==> src/rtl/crt_ram.sv <==
// Generic simple dual-port RAM: one write port, one read port with registered data.
// Stands alone; used by the coalescing range table top level.
`timescale 1ns / 1ps
`default_nettype none
module crt_ram #(
   parameter int WIDTH = 8,
   parameter int DEPTH = 64
) (
   input  wire logic                     clock,
   input  wire logic                     we,
   input  wire logic [$clog2(DEPTH)-1:0] waddr,
   input  wire logic [WIDTH-1:0]         wdata,
   input  wire logic [$clog2(DEPTH)-1:0] raddr,
   output logic      [WIDTH-1:0]         rdata
);
   logic [WIDTH-1:0] mem [DEPTH];

   always_ff @(posedge clock) begin
      if (we) begin
         mem[waddr] <= wdata;
      end
      rdata <= mem[raddr];
   end
endmodule
`default_nettype wire

==> config.mk <==
export PLATFORM = sky130hd
export DESIGN_NAME = crt_ram
export DESIGN_NICKNAME = d
export VERILOG_FILES = /design/src/rtl/crt_ram.sv
export SDC_FILE = /design/constraint.sdc
export NUM_CORES = 1
export LEC_CHECK = 0
export BUFFER_PORTS_ARGS = -buffer_cell sky130_fd_sc_hd__buf_4
export CORE_ASPECT_RATIO = 0.5
export CORE_MARGIN = 4
export CORE_UTILIZATION = 45
export CTS_BUF_LIST = sky130_fd_sc_hd__clkbuf_2
export CTS_CLUSTER_DIAMETER = 200
export DETAILED_ROUTE_END_ITERATION = 10
export GPL_TIMING_DRIVEN = 0
export SKIP_CTS_REPAIR_TIMING = 1
export SLEW_MARGIN = 20
export SYNTH_ARGS = -nofsm -noshare
export SYNTH_HDL_FRONTEND = slang
export SYNTH_SLANG_ARGS = --single-unit
==> constraint.sdc <==
create_clock -name clock -period 2.4 [get_ports clock]
set_input_delay 0.6 -clock clock [delete_from_list [all_inputs] [get_ports clock]]
set_output_delay 0.6 -clock clock [all_outputs]
set_load 0.01 [all_outputs]
==> results of run 1 <==
report_power, final:
part / internal [W] / switching [W]
sequential: 0.0100 / 0.0000169
combinational: 0.000370 / 0.000653
clock: 0.00213 / 0.00332
total: 0.0125 / 0.00399
sequential cells by signal (all words and copies together), names as in the netlist:
| signal | count |
|---|---|
| rdata | 8 |
| mem | 512 |
through the flow:
step | hold WS, ns | setup WS, ns
4_1_cts | -0.152 | 0.0393
6_report | 0.122 | -0.0413
2_1_floorplan | 0.699 | 0.132
3_5_place_dp | 0.956 | -0.959
5_1_grt | 0.0214 | 0.000480
3_3_place_gp | 0.962 | -0.903
worst max-delay path by stage:
stage	startpoint	to	slack [ns]	cells after the start
final	raddr[1]	rdata[6]$_DFF_P_	-0.04	8
after global routing	raddr[1]	rdata[6]$_DFF_P_	0.0005	8
after CTS	mem[3][5]$_DFFE_PP_	rdata[5]$_DFF_P_	0.04	4
after detailed placement	raddr[1]	rdata[4]$_DFF_P_	-0.96	8
after global placement	raddr[1]	rdata[6]$_DFF_P_	-0.90	8
after floorplan	raddr[1]	rdata[3]$_DFF_P_	0.13	7
synthesized netlist by cell type (8+ instances only):
library cell,number,area [µm²]
edfxtp_1,512,15400
mux4_2,126,2840
clkbuf_1,17,63.8
nand2_1,19,71.3
nor2_1,83,312
mux2i_1,23,230
mux2_2,13,146
buf_2,11,55.1
dfxtp_1,8,160
o22ai_1,8,50.1
o221ai_1,8,70.1
buf_4,13,97.6
nand3_1,13,65.1
nor2b_1,14,87.6
worst max-delay path, stage by stage:
cell,delay (ns)
buf_4,0.16
buf_2,0.36
buf_1,0.83
nand2_1,0.29
a211oi_1,0.32
nor4_1,0.10
nor3_1,0.35
o32ai_1,0.24
area by class of cell:
class | instances | share of cell area (%)
repair buffers | 22 | 0.758
diodes | 1 | 0.0113
plain buffers | 51 | 1.43
clock buffers | 176 | 3.98
clock inverters | 24 | 0.651
well taps | 588 | 3.33
flip-flops and latches | 520 | 70.3
multi-input cells | 369 | 19.6
logic make-up after synthesis:
logic type	after synthesis	share of synthesized area [%]
buf+inv	51	1.57
flops	520	77.0
simple gates	153	3.39
mux	162	15.9
compound gates	54	2.07
routing by layer:
layer | part of all wire (%) | GRT usage, %
met5 | 0 | 0
met4 | 2.2 | 6.66
met3 | 9.6 | 6.79
met2 | 46 | 31.9
met1 | 42 | 28.5
==> parameters.txt, run 1 <==
Parameter                              Value

Worst setup path
  FF-to-FF path depth    4
  R2r startpoint    mem[3][5]$_DFFE_PP_
  WS Path Type    input port to flop
  Required time at the endpoint of the critical path    about 3.2 ns
  Arrival time of data at the critical path endpoint    3.27 ns
  FF-to-FF End    rdata[5]$_DFF_P_
  Critical path fanouts, max    10
  Flop2flop setup slack    about 0.010 ns
  Worst Setup Start Kind    input port
  Crit path capture type    flop

Detailed routing
  Wirelength, routed    49000 µm
  Remaining antenna violation count after routing    0
  Drt first-iter violations    1168
  Residual DRC    0
  Ratio of routed vias to standard cells    5.80
  Number of iterations in the first detailed-routing pass    5
  Via total after detailed routing    10100
  WL/cell    28.0 µm

Global route
  Largest net degree at the start of global routing    65
  Initial antenna violation count    2
  Global route overflow    0
  Number of global-route vias before repair    about 10000
  Global-route usage over all layers    20.7%
  Global-route wire length before repair    between 70000 and 80000 µm

Layout
  Register area    ~16000 µm²
  Net count reported at finish    1097
  Filler cell count    between 3000 and 4000
  Final standard cell area without fillers    22100 µm²
  Leading cell type in the layout, fill and taps excluded    edfxtp_1
  Syn-to-layout area delta    9.62%
  Number of standard cells in the final layout excluding fillers    1751
  Post-layout util    ~50%
  Area taken by multi-input logic gates    between 4000 and 5000 µm²
  Fraction of final layout cells with drive strength greater than 1    approximately 32%
  Commonest non-fill, non-tap cells in the layout    edfxtp_1, clkbuf_2, mux4_2, nor2_1, buf_4

Yosys
  Syn Nets    962
  Number of enable flip-flop cells after synthesis    512
  Synth warnings    0
  Most used flip-flop cell after synthesis    edfxtp_1
  Asr flop ratio synth    0%
  Cell area after synthesis    approximately 20000 µm²
  Fraction of the yosys area taken by sequential cells    77.0%
  Synthesis-stage register bit count    520
  Post-synth cell types    40
  Number of instances in the synthesized netlist    940
  Mean instance size in the synthesized netlist    between 20 and 25 µm²

Die
  Core Footprint    around 44000 µm²
  Die width    around 310 µm
  Std-Cell Rows    between 50 and 60
  Ports placed on the boundary    30
  Starting density of the core    roughly 46%
  Overall die height    between 150 and 200 µm
  Area of the die    ~48000 µm²

STA
  Max-slew violation count    0
  Slew headroom    29.5%
  Shortest clock period the worst path allows after layout    ~2.4 ns
  Final Worst Setup Slack    -0.0413 ns
  Upper clock frequency limit    410 MHz
  Setup-violating endpoint count in the final report    2
  Worst setup skew after layout    0.0816 ns
  Slew at the pin closest to its max-slew limit    1.06 ns
  Setup repair after global routing missed its margin    false
  Total count of hold-check failures in the final report    0
  Part of the cycle the worst path needs    102%
  Final-layout setup total negative slack    -0.0469 ns

Clock tree
  Total CTS buffers    approximately 110
  Clock latency on the worst-skew pair    about 1.1 ns
  Clock root buffer    clkbuf_2
  Number of H-tree levels    3
  Clk slew on worst S/H paths    about 0.15 ns
  Total number of clock tree sinks    between 500 and 600
  Maximum root-to-sink buffer count    3
  CTS tree    built

Power
  IR drop worst, VDD    286 µV
  Pwr Density    747 nW/µm²
  Overall power after layout    about 0.017 W
  Leakage power total    7.03 nW

Place
  Placed cell area    about 21000 µm²
  Post-Place Cells    around 1500
  Placed wire-length estimate    about 31000 µm
  Port Buf Inserts    21
  Gpl congestion    0.912

Hold path
  Worst Hold End    mem[44][7]$_DFFE_PP_
  Hold Path Class    input port to flop
  Worst Min Path Start    wdata[7]
  Hold Path Cell Cnt    1

Job
  Max capacitance violation total    0

Status
  Outcome    complete, but fails checks
  Violations in the final reports    negative setup slack
(Power assumes the default switching activity.)
==> run 2, diff against run 1 <==
ABC_AREA = 1   (was not set)
==> run 2 against run 1 <==
The run still ends with negative setup slack left. Final cell count rose by 53%. Clock skew is 0.027 ns lower. Wire length increased by 29%. Die area rose by 5.6%. Critical path depth shrank 4. Global-route usage rose by 4.3 points. Largest power group unchanged.
==> parameters.txt, run 2 <==
Parameter                              Value

Yosys
  Post-synth top cells    nand2_1, edfxtp_1, nand3_1
  Synth warnings    0 (unchanged)
  Most used flip-flop cell after synthesis    edfxtp_1
  Synthesis-stage register bit count    520 (unchanged)
  Mean instance size in the synthesized netlist    11.8 µm² (-45%)
  Cell area after synthesis    21300 µm² (+5.8%)
  Leading cell type by number of instances after synthesis    nand2_1
  Number of instances in the synthesized netlist    1805 (+92%)
  Asr flop ratio synth    0% (unchanged)
  Syn Nets    1827 (+90%)
  Dominant cells by area after synthesis    edfxtp_1, nand2_1, nand3_1, buf_6, nor2_1
  Cell type contributing the most total cell area after synthesis    edfxtp_1
  Area share of the largest cell type after synthesis    72.0% (-4.2 points)
  Post-synth cell types    16 (-60%)
  Number of enable flip-flop cells after synthesis    512 (unchanged)
  Fraction of the yosys area taken by sequential cells    72.8% (-4.2 points)

Clock tree
  Total CTS buffers    115 (+3.6%)
  CTS tree    built
  Clock latency on the worst-skew pair    1.11 ns (+0.05 ns)
  Number of H-tree levels    3 (unchanged)
  Clk slew on worst S/H paths    0.10 ns (-0.05 ns)
  Clock root buffer    clkbuf_2
  Total number of clock tree sinks    520 (unchanged)
  Maximum root-to-sink buffer count    3 (unchanged)

Layout
  Fraction of final layout cells with drive strength greater than 1    15.0% (-17 points)
  Leading cell type in the layout, fill and taps excluded    nand2_1
  Area taken by multi-input logic gates    5000 µm² (+16%)
  Top Registers    mem x512, rdata x8
  Syn-to-layout area delta    9.90%
  Commonest non-fill, non-tap cells in the layout    nand2_1, edfxtp_1, nand3_1, clkbuf_2, nor2_1
  Register area    15500 µm² (unchanged)
  Net count reported at finish    1974 (+80%)
  Most flops, register    mem
  Number of flip-flops in the largest register    512 (unchanged)
  Number of standard cells in the final layout excluding fillers    2680 (+53%)
  Filler cell count    4230 (+18%)

Power
  Pwr Density    723 nW/µm² (-3.2%)
  Leakage power total    8.66 nW (+23%)
  IR drop worst, VDD    337 µV (+18%)
  Overall power after layout    0.0170 W (+2.7%)

STA
  Total count of hold-check failures in the final report    0 (unchanged)
  Slew at the pin closest to its max-slew limit    1.15 ns (+0.0941 ns)
  Final hold slack    0.0965 ns (-0.0255 ns)
  Setup-violating endpoint count in the final report    38 (+36)
  Part of the cycle the worst path needs    103% (+1.7 points)
  Setup repair after global routing missed its margin    true
  Shortest clock period the worst path allows after layout    2.48 ns (+0.0399 ns)
  Final Worst Setup Slack    -0.0812 ns (-0.0399 ns)
  Max-slew violation count    0 (unchanged)
  Upper clock frequency limit    403 MHz (-1.6%)
  Slew headroom    22.9% (-6.6 points)
  Worst setup skew after layout    0.0546 ns (-0.0270 ns)
  Final-layout setup total negative slack    -1.42 ns (-1.37 ns)

Hold path
  Hold Path Class    input port to flop

Worst setup path
  Required time at the endpoint of the critical path    3.06 ns (-0.17 ns)
  Arrival time of data at the critical path endpoint    3.14 ns (-0.13 ns)
  Flop2flop setup slack    0.87 ns (+0.86 ns)
  Worst Setup Start Kind    input port
  WS Path Type    input port to flop
  Critical path fanouts, max    9 (-1)
  Crit path capture type    flop

Die
  Std-Cell Rows    56 (+3.7%)
  Die width    316 µm (+2.8%)
  Core Footprint    46900 µm² (+6.7%)
  Area of the die    51200 µm² (+5.6%)
  Ports placed on the boundary    30 (unchanged)
  Overall die height    162 µm (+2.7%)
  Starting density of the core    45.5% (-0.40 points)

Detailed routing
  WL/cell    23.6 µm (-16%)
  Ratio of routed vias to standard cells    5.53 (-4.7%)
  Number of iterations in the first detailed-routing pass    6 (+1)
  Remaining antenna violation count after routing    0 (unchanged)
  Via total after detailed routing    14800 (+46%)
  Wirelength, routed    63300 µm (+29%)
  Residual DRC    0 (unchanged)
  Drt first-iter violations    1842 (+58%)

Status
  Outcome    complete, but fails checks
  Violations in the final reports    negative setup slack

Place
  Minimum setup slack after placement    -1.09 ns (-0.133 ns)
  Port Buf Inserts    21 (unchanged)
  Placed wire-length estimate    41500 µm (+36%)
  Gpl congestion    0.952 (+4.5%)
  Post-Place Cells    2472 (+60%)

Global route
  Global route overflow    0 (unchanged)
  Number of global-route vias before repair    14200 (+36%)
  Initial antenna violation count    2 (unchanged)
  Global-route usage over all layers    25.0% (+4.3 points)
  Global-route wire length before repair    92000 µm (+30%)
  Largest net degree at the start of global routing    65 (unchanged)

Job
  Max capacitance violation total    0 (unchanged)
==> run 2: cell count changes in the layout (fill, tap and decap cells not counted), sizes merged, moves of 8 or more <==
cell / before / now
nor2b: 14 / 0
clkbuf: 193 / 182
mux2i: 23 / 0
nand2: 19 / 648
clkinv: 21 / 32
buf: 55 / 127
nand3: 13 / 439
nor2: 83 / 56
mux4: 126 / 0
inv: 1 / 16
o22ai: 8 / 0
o221ai: 8 / 0
mux2: 13 / 0
==> run 2: cells by family after synthesis <==
| group | after synthesis | share of synthesized area (%) |
|---|---|---|
| buffers and inverters | 125 | 4.02 |
| and+or+nand+nor | 1160 | 23.2 |
| DFF | 520 | 72.8 |
==> run 2: area by class of cell <==
type,count,share of cell area (%)
clock buffer,167,3.56
antenna,2,0.0213
multi-input combinational,1160,21.3
timing repair buffer,30,0.928
tap,638,3.40
inverter,12,0.213
sequential,520,66.2
buffer,113,3.45
clock inverter,38,0.843
==> run 2: final timing paths <==
kind                   startpoint              endpoint  cells past startpoint
max                      waddr[1]  mem[21][5]$_DFFE_PP_                      4
min                      raddr[4]      rdata[4]$_DFF_P_                      4
max reg2reg  mem[37][1]$_DFFE_PP_      rdata[1]$_DFF_P_                      8
min reg2reg  mem[32][4]$_DFFE_PP_      rdata[4]$_DFF_P_                      8
==> run 2: metal layers <==
metal / wire [µm] / global-route usage, %
met3: 7180 / 8.22
met4: 1570 / 7.30
met5: 0 / 0
met2: 28300 / 38.1
met1: 26300 / 34.5
==> run 2: critical path: stages <==
cell and delay (ns):
clkbuf_1 0.24, inv_1 0.37, nand4_1 0.87, nor2_1 1.05
==> run 2: through the flow <==
step / utilization (%) / instance area (µm²)
after global placement: 47.6 / 22300
after detailed placement: 47.8 / 22400
after CTS: 50.0 / 23400
after floorplan: - / 21300
after global routing: 50.0 / 23500
final: 50.0 / 23500
==> run 2: power breakdown <==
part           switching, W  leakage, nW  internal [W]
logic               0.00102         3.20      0.000356
registers         0.0000175         4.67        0.0100
clock network       0.00345        0.794       0.00207
total               0.00449         8.66        0.0125
